**src/hw/rtl/sba_pkg.sv**
```systemverilog
`timescale 1ns / 1ps
package sba_pkg;

  localparam int SIZE_W  = 25;
  localparam int BA_W    = 17;
  localparam int OA_W    = 13;
  localparam int STAT_W  = 2;
  localparam int BIDX_W  = 3;
  localparam int SLOTI_W = 2;
  localparam int CAP_RST = 262144;

  localparam logic ACT_BEGIN = 1'b0;
  localparam logic ACT_ALLOC = 1'b1;

  localparam logic [STAT_W-1:0] ST_EXIST = 2'd0;
  localparam logic [STAT_W-1:0] ST_NEW   = 2'd1;
  localparam logic [STAT_W-1:0] ST_FULL  = 2'd2;
  localparam logic [STAT_W-1:0] ST_FRAME = 2'd3;

  typedef struct packed {
    logic rd;
    logic wr;
    logic clr;
  } sba_mem_req_t;

endpackage

```
**src/hw/rtl/sba_rem.sv**
```systemverilog
`timescale 1ns / 1ps
module sba_rem (
  input  logic                         clk,
  input  logic                         rst_n,
  input  logic                         start,
  input  logic [sba_pkg::SIZE_W:0]     dividend,
  input  logic [sba_pkg::BA_W-1:0]     divisor,
  output logic                         done,
  output logic [sba_pkg::BA_W-1:0]     rem
);
  import sba_pkg::*;

  localparam int VW = SIZE_W + 1;

  logic              run_r;
  logic [4:0]        cnt_r;
  logic [VW-1:0]     v_r;
  logic [BA_W-1:0]   a_r;
  logic [BA_W:0]     r_r;
  logic              done_r;
  logic [BA_W:0]     shifted;
  logic [BA_W:0]     r_nxt;

  // one quotient bit per cycle, restoring
  always_comb begin
    shifted = {r_r[BA_W-1:0], v_r[VW-1]};
    if (shifted >= {1'b0, a_r}) begin
      r_nxt = shifted - {1'b0, a_r};
    end else begin
      r_nxt = shifted;
    end
  end

  always_ff @(posedge clk) begin
    if (!rst_n) begin
      run_r  <= 1'b0;
      cnt_r  <= '0;
      done_r <= 1'b0;
    end else begin
      done_r <= 1'b0;
      if (start) begin
        run_r <= 1'b1;
        cnt_r <= '0;
        v_r   <= dividend;
        a_r   <= divisor;
        r_r   <= '0;
      end else if (run_r) begin
        r_r   <= r_nxt;
        v_r   <= {v_r[VW-2:0], 1'b0};
        cnt_r <= cnt_r + 5'd1;
        if (cnt_r == 5'(VW - 1)) begin
          run_r  <= 1'b0;
          done_r <= 1'b1;
        end
      end
    end
  end

  assign done = done_r;
  assign rem  = r_r[BA_W-1:0];

endmodule

```
**src/hw/rtl/sba_mem.sv**
```systemverilog
`timescale 1ns / 1ps
module sba_mem #(
  parameter int AW     = 6,
  parameter int SLOT_W = 2
) (
  input  logic                          clk,
  input  logic                          rst_n,
  input  sba_pkg::sba_mem_req_t         req,
  input  logic [AW-1:0]                 addr,
  input  logic [SLOT_W-1:0]             clr_slot,
  input  logic [sba_pkg::SIZE_W-1:0]    wr_cap,
  input  logic [sba_pkg::SIZE_W-1:0]    wr_fill,
  output logic [sba_pkg::SIZE_W-1:0]    rd_cap,
  output logic [sba_pkg::SIZE_W-1:0]    rd_fill
);
  import sba_pkg::*;

  localparam int DEPTH = 2 ** AW;

  logic [2*SIZE_W-1:0] mem [DEPTH];
  logic [2*SIZE_W-1:0] rd_data_r;
  logic                rd_zero_r;
  logic [DEPTH-1:0]    zero_r;

  always_ff @(posedge clk) begin
    if (req.wr) begin
      mem[addr] <= {wr_cap, wr_fill};
    end
    if (req.rd) begin
      rd_data_r <= mem[addr];
      rd_zero_r <= zero_r[addr];
    end
  end

  // per-entry "fill is zero" marks: a frame restart sets a whole slot at once
  for (genvar e = 0; e < DEPTH; e++) begin : g_zero
    localparam logic [AW-1:0] EA = AW'(e);
    always_ff @(posedge clk) begin
      if (!rst_n) begin
        zero_r[e] <= 1'b0;
      end else if (req.clr && EA[AW-1 -: SLOT_W] == clr_slot) begin
        zero_r[e] <= 1'b1;
      end else if (req.wr && addr == EA) begin
        zero_r[e] <= 1'b0;
      end
    end
  end

  assign rd_cap  = rd_data_r[2*SIZE_W-1:SIZE_W];
  assign rd_fill = rd_zero_r ? '0 : rd_data_r[SIZE_W-1:0];

endmodule

```
**src/hw/rtl/staging_block_suballocator.sv**
```systemverilog
`timescale 1ns / 1ps
// Staging buffer suballocator. A begin-frame command (start with busy low)
// gives its status-3 result on out_strobe in the next cycle and leaves busy
// low. An allocate command holds busy while it scans the list one buffer at
// a time: each buffer costs one memory read plus two passes through the
// shared bit-serial remainder unit, and opening a new buffer costs one more
// pass. Results appear for one cycle on out_strobe and must be taken then;
// there is no backpressure.
module staging_block_suballocator #(
  parameter int FRAME_SLOTS = 4,
  parameter int MAX_BUFFERS = 8
) (
  input  logic                          clk,
  input  logic                          rst_n,
  input  logic                          start,
  output logic                          busy,
  input  logic                          in_action,
  input  logic [sba_pkg::SLOTI_W-1:0]   in_frame_slot,
  input  logic                          in_first_use,
  input  logic                          in_direction,
  input  logic [sba_pkg::SIZE_W-1:0]    in_required_size,
  input  logic [sba_pkg::BA_W-1:0]      in_block_align,
  input  logic [sba_pkg::OA_W-1:0]      in_offset_align,
  input  logic [sba_pkg::SIZE_W-1:0]    in_min_size,
  output logic                          out_strobe,
  output logic [sba_pkg::STAT_W-1:0]    out_status,
  output logic [sba_pkg::BIDX_W-1:0]    out_buffer_index,
  output logic [sba_pkg::SIZE_W-1:0]    out_offset,
  output logic [sba_pkg::SIZE_W-1:0]    out_granted_size,
  input  logic                          psel,
  input  logic                          penable,
  input  logic                          pwrite,
  input  logic [1:0]                    paddr,
  input  logic [31:0]                   pwdata,
  output logic [31:0]                   prdata,
  output logic                          pready
);
  import sba_pkg::*;

  localparam int SLOT_W = (FRAME_SLOTS > 1) ? $clog2(FRAME_SLOTS) : 1;
  localparam int IDX_W  = (MAX_BUFFERS > 1) ? $clog2(MAX_BUFFERS) : 1;
  localparam int CNT_W  = $clog2(MAX_BUFFERS + 1);
  localparam int AW     = SLOT_W + 1 + IDX_W;
  localparam int NLIST  = 2 ** (SLOT_W + 1);

  typedef enum logic [2:0] {
    S_IDLE, S_RD, S_LAT, S_UP, S_DN, S_EVAL, S_NEW, S_WR
  } state_t;

  function automatic logic [SLOT_W-1:0] wrap_slot(input logic [SLOTI_W-1:0] s);
    logic [4:0] t;
    t = {3'b0, s};
    for (int k = 0; k < 3; k++) begin
      if (t >= 5'(FRAME_SLOTS)) t = t - 5'(FRAME_SLOTS);
    end
    return SLOT_W'(t);
  endfunction

  state_t              state_r;
  logic [SIZE_W-1:0]   capacity_r;
  logic [SLOT_W-1:0]   slot_r;
  logic [CNT_W-1:0]    count_r [NLIST];
  logic                dir_r;
  logic [SIZE_W-1:0]   req_r;
  logic [SIZE_W-1:0]   min_r;
  logic [BA_W-1:0]     ba_r;
  logic [OA_W-1:0]     oa_r;
  logic [CNT_W-1:0]    n_r;
  logic [IDX_W-1:0]    i_r;
  logic [SIZE_W-1:0]   fill_r;
  logic [SIZE_W-1:0]   cap_r;
  logic [SIZE_W-1:0]   off_r;
  logic [SIZE_W-1:0]   space_r;
  logic                new_r;
  logic                have_best_r;
  logic [IDX_W-1:0]    best_r;
  logic [SIZE_W-1:0]   best_off_r;
  logic [SIZE_W-1:0]   best_space_r;
  logic [IDX_W-1:0]    pick_r;
  logic [SIZE_W-1:0]   best_cap_r;

  logic                out_strobe_r;
  logic [STAT_W-1:0]   out_status_r;
  logic [BIDX_W-1:0]   out_index_r;
  logic [SIZE_W-1:0]   out_offset_r;
  logic [SIZE_W-1:0]   out_grant_r;

  logic                accept;
  logic                cfg_wr;
  logic [SLOT_W:0]     list_sel;
  sba_mem_req_t        mreq;
  logic [AW-1:0]       maddr;
  logic [SIZE_W-1:0]   m_cap;
  logic [SIZE_W-1:0]   m_fill;
  logic [SIZE_W-1:0]   grant;
  logic                rem_start;
  logic [SIZE_W:0]     rem_v;
  logic [BA_W-1:0]     rem_a;
  logic                rem_done;
  logic [BA_W-1:0]     rem;
  logic [SIZE_W:0]     off_raw;
  logic [SIZE_W-1:0]   off_sat;
  logic [SIZE_W-1:0]   space_nxt;
  logic [SLOT_W-1:0]   new_slot;
  logic [CNT_W-1:0]    cnt_sel;

  assign accept   = start && (state_r == S_IDLE);
  assign busy     = (state_r != S_IDLE);
  assign cfg_wr   = psel && penable && pwrite && pready;
  assign pready   = 1'b1;
  assign prdata   = {{(32 - SIZE_W){1'b0}}, capacity_r};
  assign list_sel = {slot_r, dir_r};
  assign new_slot = wrap_slot(in_frame_slot);
  assign cnt_sel  = count_r[{slot_r, in_direction}];
  assign grant    = (space_r < req_r) ? space_r : req_r;

  // round the fill up: off = fill + (oa - r) unless already aligned, then clamp
  always_comb begin
    if (rem == '0) begin
      off_raw = {1'b0, fill_r};
    end else begin
      off_raw = {1'b0, fill_r} + (SIZE_W + 1)'(oa_r) - (SIZE_W + 1)'(rem);
    end
    off_sat   = (off_raw > {1'b0, cap_r}) ? cap_r : off_raw[SIZE_W-1:0];
    space_nxt = (cap_r - off_r) - SIZE_W'(rem);
  end

  always_comb begin
    rem_start = 1'b0;
    rem_v     = {1'b0, m_fill};
    rem_a     = BA_W'(oa_r);
    unique case (state_r)
      S_LAT: begin
        rem_start = 1'b1;
      end
      S_UP: begin
        rem_start = rem_done;
        rem_v     = {1'b0, cap_r - off_sat};
        rem_a     = ba_r;
      end
      S_NEW: begin
        rem_start = 1'b1;
        rem_v     = {1'b0, capacity_r};
        rem_a     = ba_r;
      end
      default: begin
      end
    endcase
  end

  always_comb begin
    mreq.rd  = (state_r == S_RD);
    mreq.wr  = (state_r == S_WR);
    mreq.clr = accept && (in_action == ACT_BEGIN) && in_first_use;
    maddr    = (state_r == S_WR) ? {slot_r, dir_r, pick_r} : {slot_r, dir_r, i_r};
  end

  always_ff @(posedge clk) begin
    if (!rst_n) begin
      capacity_r <= SIZE_W'(CAP_RST);
    end else if (cfg_wr) begin
      capacity_r <= pwdata[SIZE_W-1:0];
    end
  end

  always_ff @(posedge clk) begin
    if (!rst_n) begin
      state_r      <= S_IDLE;
      slot_r       <= '0;
      out_strobe_r <= 1'b0;
      for (int k = 0; k < NLIST; k++) count_r[k] <= '0;
    end else begin
      out_strobe_r <= 1'b0;
      unique case (state_r)
        S_IDLE: begin
          if (accept) begin
            if (in_action == ACT_BEGIN) begin
              slot_r       <= new_slot;
              out_strobe_r <= 1'b1;
              out_status_r <= ST_FRAME;
              out_index_r  <= '0;
              out_offset_r <= '0;
              out_grant_r  <= '0;
            end else begin
              dir_r       <= in_direction;
              req_r       <= in_required_size;
              min_r       <= in_min_size;
              ba_r        <= (in_block_align == '0) ? BA_W'(1) : in_block_align;
              oa_r        <= (in_offset_align == '0) ? OA_W'(1) : in_offset_align;
              n_r         <= (cnt_sel > CNT_W'(MAX_BUFFERS)) ? CNT_W'(MAX_BUFFERS)
                                                             : cnt_sel;
              i_r         <= '0;
              have_best_r <= 1'b0;
              new_r       <= 1'b0;
              state_r     <= (cnt_sel == '0) ? S_NEW : S_RD;
            end
          end
        end
        S_RD: begin
          state_r <= S_LAT;
        end
        S_LAT: begin
          fill_r  <= m_fill;
          cap_r   <= m_cap;
          state_r <= S_UP;
        end
        S_UP: begin
          if (rem_done) begin
            off_r   <= off_sat;
            state_r <= S_DN;
          end
        end
        S_DN: begin
          if (rem_done) begin
            space_r <= space_nxt;
            state_r <= new_r ? S_WR : S_EVAL;
          end
        end
        S_EVAL: begin
          if (space_r >= req_r) begin
            pick_r  <= i_r;
            state_r <= S_WR;
          end else begin
            if (!have_best_r || space_r > best_space_r) begin
              have_best_r  <= 1'b1;
              best_r       <= i_r;
              best_off_r   <= off_r;
              best_space_r <= space_r;
              best_cap_r   <= cap_r;
            end
            if (CNT_W'(i_r) + CNT_W'(1) == n_r) begin
              // scan over: take the largest if big enough, else open or fail
              if (have_best_r && space_r <= best_space_r && best_space_r >= min_r) begin
                pick_r  <= best_r;
                off_r   <= best_off_r;
                space_r <= best_space_r;
                cap_r   <= best_cap_r;
                state_r <= S_WR;
              end else if ((!have_best_r || space_r > best_space_r) && space_r >= min_r) begin
                pick_r  <= i_r;
                state_r <= S_WR;
              end else if (n_r >= CNT_W'(MAX_BUFFERS)) begin
                out_strobe_r <= 1'b1;
                out_status_r <= ST_FULL;
                out_index_r  <= '0;
                out_offset_r <= '0;
                out_grant_r  <= '0;
                state_r      <= S_IDLE;
              end else begin
                state_r <= S_NEW;
              end
            end else begin
              i_r     <= i_r + IDX_W'(1);
              state_r <= S_RD;
            end
          end
        end
        S_NEW: begin
          new_r   <= 1'b1;
          pick_r  <= IDX_W'(n_r);
          cap_r   <= capacity_r;
          off_r   <= '0;
          state_r <= S_DN;
        end
        S_WR: begin
          if (new_r) count_r[list_sel] <= n_r + CNT_W'(1);
          out_strobe_r <= 1'b1;
          out_status_r <= new_r ? ST_NEW : ST_EXIST;
          out_index_r  <= BIDX_W'(pick_r);
          out_offset_r <= off_r;
          out_grant_r  <= grant;
          state_r      <= S_IDLE;
        end
        default: begin
          state_r <= S_IDLE;
        end
      endcase
    end
  end

  sba_mem #(
    .AW     (AW),
    .SLOT_W (SLOT_W)
  ) u_mem (
    .clk      (clk),
    .rst_n    (rst_n),
    .req      (mreq),
    .addr     (maddr),
    .clr_slot (new_slot),
    .wr_cap   (cap_r),
    .wr_fill  (off_r + grant),
    .rd_cap   (m_cap),
    .rd_fill  (m_fill)
  );

  sba_rem u_rem (
    .clk      (clk),
    .rst_n    (rst_n),
    .start    (rem_start),
    .dividend (rem_v),
    .divisor  (rem_a),
    .done     (rem_done),
    .rem      (rem)
  );

  assign out_strobe       = out_strobe_r;
  assign out_status       = out_status_r;
  assign out_buffer_index = out_index_r;
  assign out_offset       = out_offset_r;
  assign out_granted_size = out_grant_r;

endmodule

```
**config.mk**
```make
export PLATFORM = sky130hd
export DESIGN_NAME = staging_block_suballocator
export DESIGN_NICKNAME = d
export VERILOG_FILES = /design/src/hw/rtl/sba_pkg.sv /design/src/hw/rtl/sba_rem.sv /design/src/hw/rtl/sba_mem.sv /design/src/hw/rtl/staging_block_suballocator.sv
export SDC_FILE = /design/constraint.sdc
export NUM_CORES = 2
export LEC_CHECK = 0
export ABC_AREA = 1
export BUFFER_PORTS_ARGS = -buffer_cell sky130_fd_sc_hd__buf_4
export CORE_MARGIN = 1
export CORE_UTILIZATION = 60
export CTS_CLUSTER_DIAMETER = 80
export DETAILED_ROUTE_END_ITERATION = 7
export PLACE_DENSITY_LB_ADDON = 0.15
export SLEW_MARGIN = 5
export SYNTH_ARGS = -nofsm -noshare
export SYNTH_HDL_FRONTEND = slang
export SYNTH_SLANG_ARGS = --single-unit
```
**constraint.sdc**
```tcl
create_clock -name clk -period 12.6 [get_ports clk]
set_input_delay 1.26 -clock clk [delete_from_list [all_inputs] [get_ports clk]]
set_output_delay 1.26 -clock clk [all_outputs]
set_load 0.1 [all_outputs]
```
==> impl_results.md <==
- Slew margin rel.: 0.000581
- Worst Setup Start Kind: flip-flop
- Slew Limit Fails: 0
- Avg WL per Cell: ~33 um
- Initial Utilization: 0.605
- Final Setup Violations: 0
- Post-DP HPWL: about 250000 um
- Overall power: 36.3 mW
- Initial antenna violation count: 15
- Netlist Area Pre-Place: 149000 um2
- H-tree levels: 5
- Longest Clk Path Bufs: 4
- DRT iter0 DRCs: 15000
- Crit Path Max Fanout: 77
- Register area: approximately 110000 um2
- Share of layout cells above drive strength 1: 0.109
- Post-CTS Hold Fix Bufs: 0
- Worst hold stages: 0
- Clk root buf: clkbuf_16
- Final wirelength: approximately 460000 um
- Vias per cell: 6.91
- CP Class: flip-flop to flip-flop
- FF-to-FF path depth: 40
- Drt first pass iters: 8
- Syn Inst Count: ~10000
- GRT Util Overall: 0.358
- Row cnt: 182
- Hold Crit Class: flip-flop to flip-flop
- DRC errors left: 0
- Clock transition at path regs: 0.06 ns
- Total die area: approximately 250000 um2
- Max VDD drop: 0.238 mV
- Top cell type's share of synthesized area: 0.739
- Post-synth EDFFs: approximately 3700
- Core area: 246000 um2
- RSZ-0062 raised after global routing: no
- Die Y: 500 um
- Achievable Freq: 120 MHz
- Io pins: 215
- Worst slew pin tran: 1.50 ns
- Synth Warn #: 0
- Clk Latency, worst-skew pair: approximately 0.99 ns
- TritonCTS clock tree: yes
- Largest net degree at the start of global routing: 164
- Worst Setup EP: u_rem.v_r[16]$_DFFE_PP_
- # resized after CTS: 0
- Final Cycle Share: 0.662
- Max-cap viol count: 0
- Slowest Stage Delay on Critical Path: 0.64 ns
- Seq/Total Area, Yosys: 0.753
- Total number of vias: around 95000
- PwrDens: 217 nW/um2
- Cell taking the most area after synthesis: edfxtp_1
- Fillers: 16600
- Worst r2r src: u_rem.r_r[1]$_SDFFCE_PP0P_
- CTS sink count: 3771
- Hold_ws: 0.445 ns
- Worst EP arrival: 9.00 ns
- Async S/R FF share, synth: 0
- Post-route ant nets: 0
- Vias in the first global route: 90800
- Area Growth Syn to Fin: 12.2%
- Die X: 500 um
- Final hold vios: 0
- Avg Synthesized Cell Area: 14.9 um2
- Yosys cell types: 67
- Dominant cells by area after synthesis: edfxtp_1 74%, a22oi_1 8.2%, a21oi_1 3.7%
- Worst reg2reg endpoint: u_rem.v_r[16]$_DFFE_PP_
- FF+latch count, synth: about 3800
- Status: finished clean
- Setup TNS: 0 ns
- Crit. Startpoint: u_rem.r_r[1]$_SDFFCE_PP0P_
- Total gr overflow: 0
- CTS Buf Count: 386
- First-pass GRT wire length: around 640000 um
- Reg2reg setup slack: 4.26 ns
- Final nets: ~11000
- CP dominant cell by count: nand2_1
- Final Critical Period: 8.34 ns
- Post-CTS setup buffer count: 0
- Critical path capture point type: flip-flop
- Ys flop type: edfxtp_1
- Max Clock Skew: 0.0824 ns
- Leakage power: 55.1 nW
- Global placer's final weighted congestion: 0.937
- CP max stage cell: nand2_4
- Multi-input logic area: 33300 um2
- # port buffers: 197
- WP data required: 13.26 ns
flip-flops by register name, indices dropped and copies added, names as in the netlist, 25 cells and up:
signal            cells
best_space_r         25
best_off_r           25
req_r                25
out_granted_size     25
best_cap_r           25
out_offset           25
capacity_r           25
cap_r                25
u_mem.zero_r         64
u_rem.v_r            26
off_r                25
space_r              25
u_mem.mem          3200
u_mem.rd_data_r      50
fill_r               25
count_r              32
min_r                25
worst min-delay path by stage:
stage | startpoint | endpoint | slack [ns]
global placement | u_mem.zero_r[5]$_SDFFE_PN0P_ | u_mem.zero_r[5]$_SDFFE_PN0P_ | 0.46
CTS | in_min_size[20] | min_r[20]$_DFFE_PP_ | 0.41
detailed placement | u_mem.zero_r[63]$_SDFFE_PN0P_ | u_mem.zero_r[63]$_SDFFE_PN0P_ | 0.47
finish | off_r[2]$_DFFE_PP_ | best_off_r[2]$_DFFE_PP_ | 0.45
global route | in_required_size[2] | req_r[2]$_DFFE_PP_ | 0.44
floorplan | space_r[0]$_DFFE_PP_ | best_space_r[0]$_DFFE_PP_ | 0.44
per-layer routing:
layer	vias up	GRT usage	share of wire
li1	39700	-	-
met1	47500	0.489	0.37
met2	6960	0.556	0.46
met3	1260	0.0717	0.12
met4	12	0.174	0.054
met5	-	0	0.00018
where the power goes:
part           internal [mW]  switching (mW)  leakage, nW
combinational           2.33            6.98         15.2
clock                   6.37            4.65         5.91
sequential              15.8           0.172         33.9
total                   24.5            11.8         55.1
stage by stage:
stage | cells | setup WS (ns) | utilization | cell area, um2
floorplan | 10000 | 2.26 | - | 149000
global placement | 13100 | 4.42 | 0.630 | 155000
detailed placement | 13100 | 4.45 | 0.630 | 155000
CTS | 13800 | 4.32 | 0.679 | 167000
global route | 13800 | 3.70 | 0.679 | 167000
finish | 13800 | 4.26 | 0.679 | 167000
synth_stat cells, types with 11 or more instances:
| cell type | instances |
|---|---|
| a211oi_1 | 30 |
| a21o_1 | 11 |
| a21oi_1 | 1111 |
| a221o_1 | 24 |
| a22o_1 | 12 |
| a22oi_1 | 1633 |
| a31oi_1 | 14 |
| buf_1 | 24 |
| buf_2 | 36 |
| clkbuf_1 | 534 |
| dfxtp_1 | 102 |
| edfxtp_1 | 3669 |
| fa_1 | 33 |
| ha_1 | 243 |
| inv_1 | 529 |
| inv_2 | 26 |
| nand2_1 | 536 |
| nand2_2 | 11 |
| nand3_1 | 117 |
| nand3_2 | 20 |
| nand4_1 | 33 |
| nor2_1 | 381 |
| nor2_2 | 13 |
| nor3_1 | 29 |
| nor4_1 | 220 |
| o21ai_0 | 296 |
| o21ai_1 | 23 |
| o221ai_1 | 52 |
| o22a_1 | 51 |
| o22ai_1 | 11 |
| or2_2 | 12 |
| xnor2_1 | 32 |
| xor2_1 | 48 |
layout by cell type (no fill, tap or decap), drive strengths merged, types with 221 or more instances in the layout:
cell type | netlist | final
buf | 71 | 412
edfxtp | 3669 | 3669
nand2 | 548 | 548
nor4 | 221 | 221
a22oi | 1633 | 1633
ha | 243 | 243
inv | 555 | 564
o21ai | 324 | 324
clkbuf | 534 | 463
nor2 | 395 | 395
a21oi | 1114 | 1114
critical path: cells and delay by family (launching register included):
| kind | cells | cell delay (ns) |
|---|---|---|
| adders and majority gates | 4 | 1.48 |
| xor gates and xnor gates | 1 | 0.16 |
| DFF | 1 | 0.57 |
| buffers and inverters | 7 | 0.83 |
| AOI/OAI and AO/OA | 9 | 2.08 |
| and+or+nand+nor | 19 | 2.87 |
layout make-up:
cell class / instances / share of cell area
multi-input combinational: 5080 / 0.199
clock inverter: 214 / 0.0114
inverter: 559 / 0.0128
sequential: 3771 / 0.671
clock buffer: 463 / 0.0606
timing repair buffer: 412 / 0.0199
antenna: 5 / 0.0000748
tap: 3312 / 0.0248
cells by family after synthesis:
family	synth area share
XOR/XNOR	0.00470
buffers and inverters	0.0300
flip-flops	0.753
multiplexers	0.0000672
adder cells (fa/ha/maj)	0.0248
other	0.0000504
AO/OA/AOI/OAI	0.145
AND/OR/NAND/NOR	0.0424
Power figures use the tool's default switching activity.
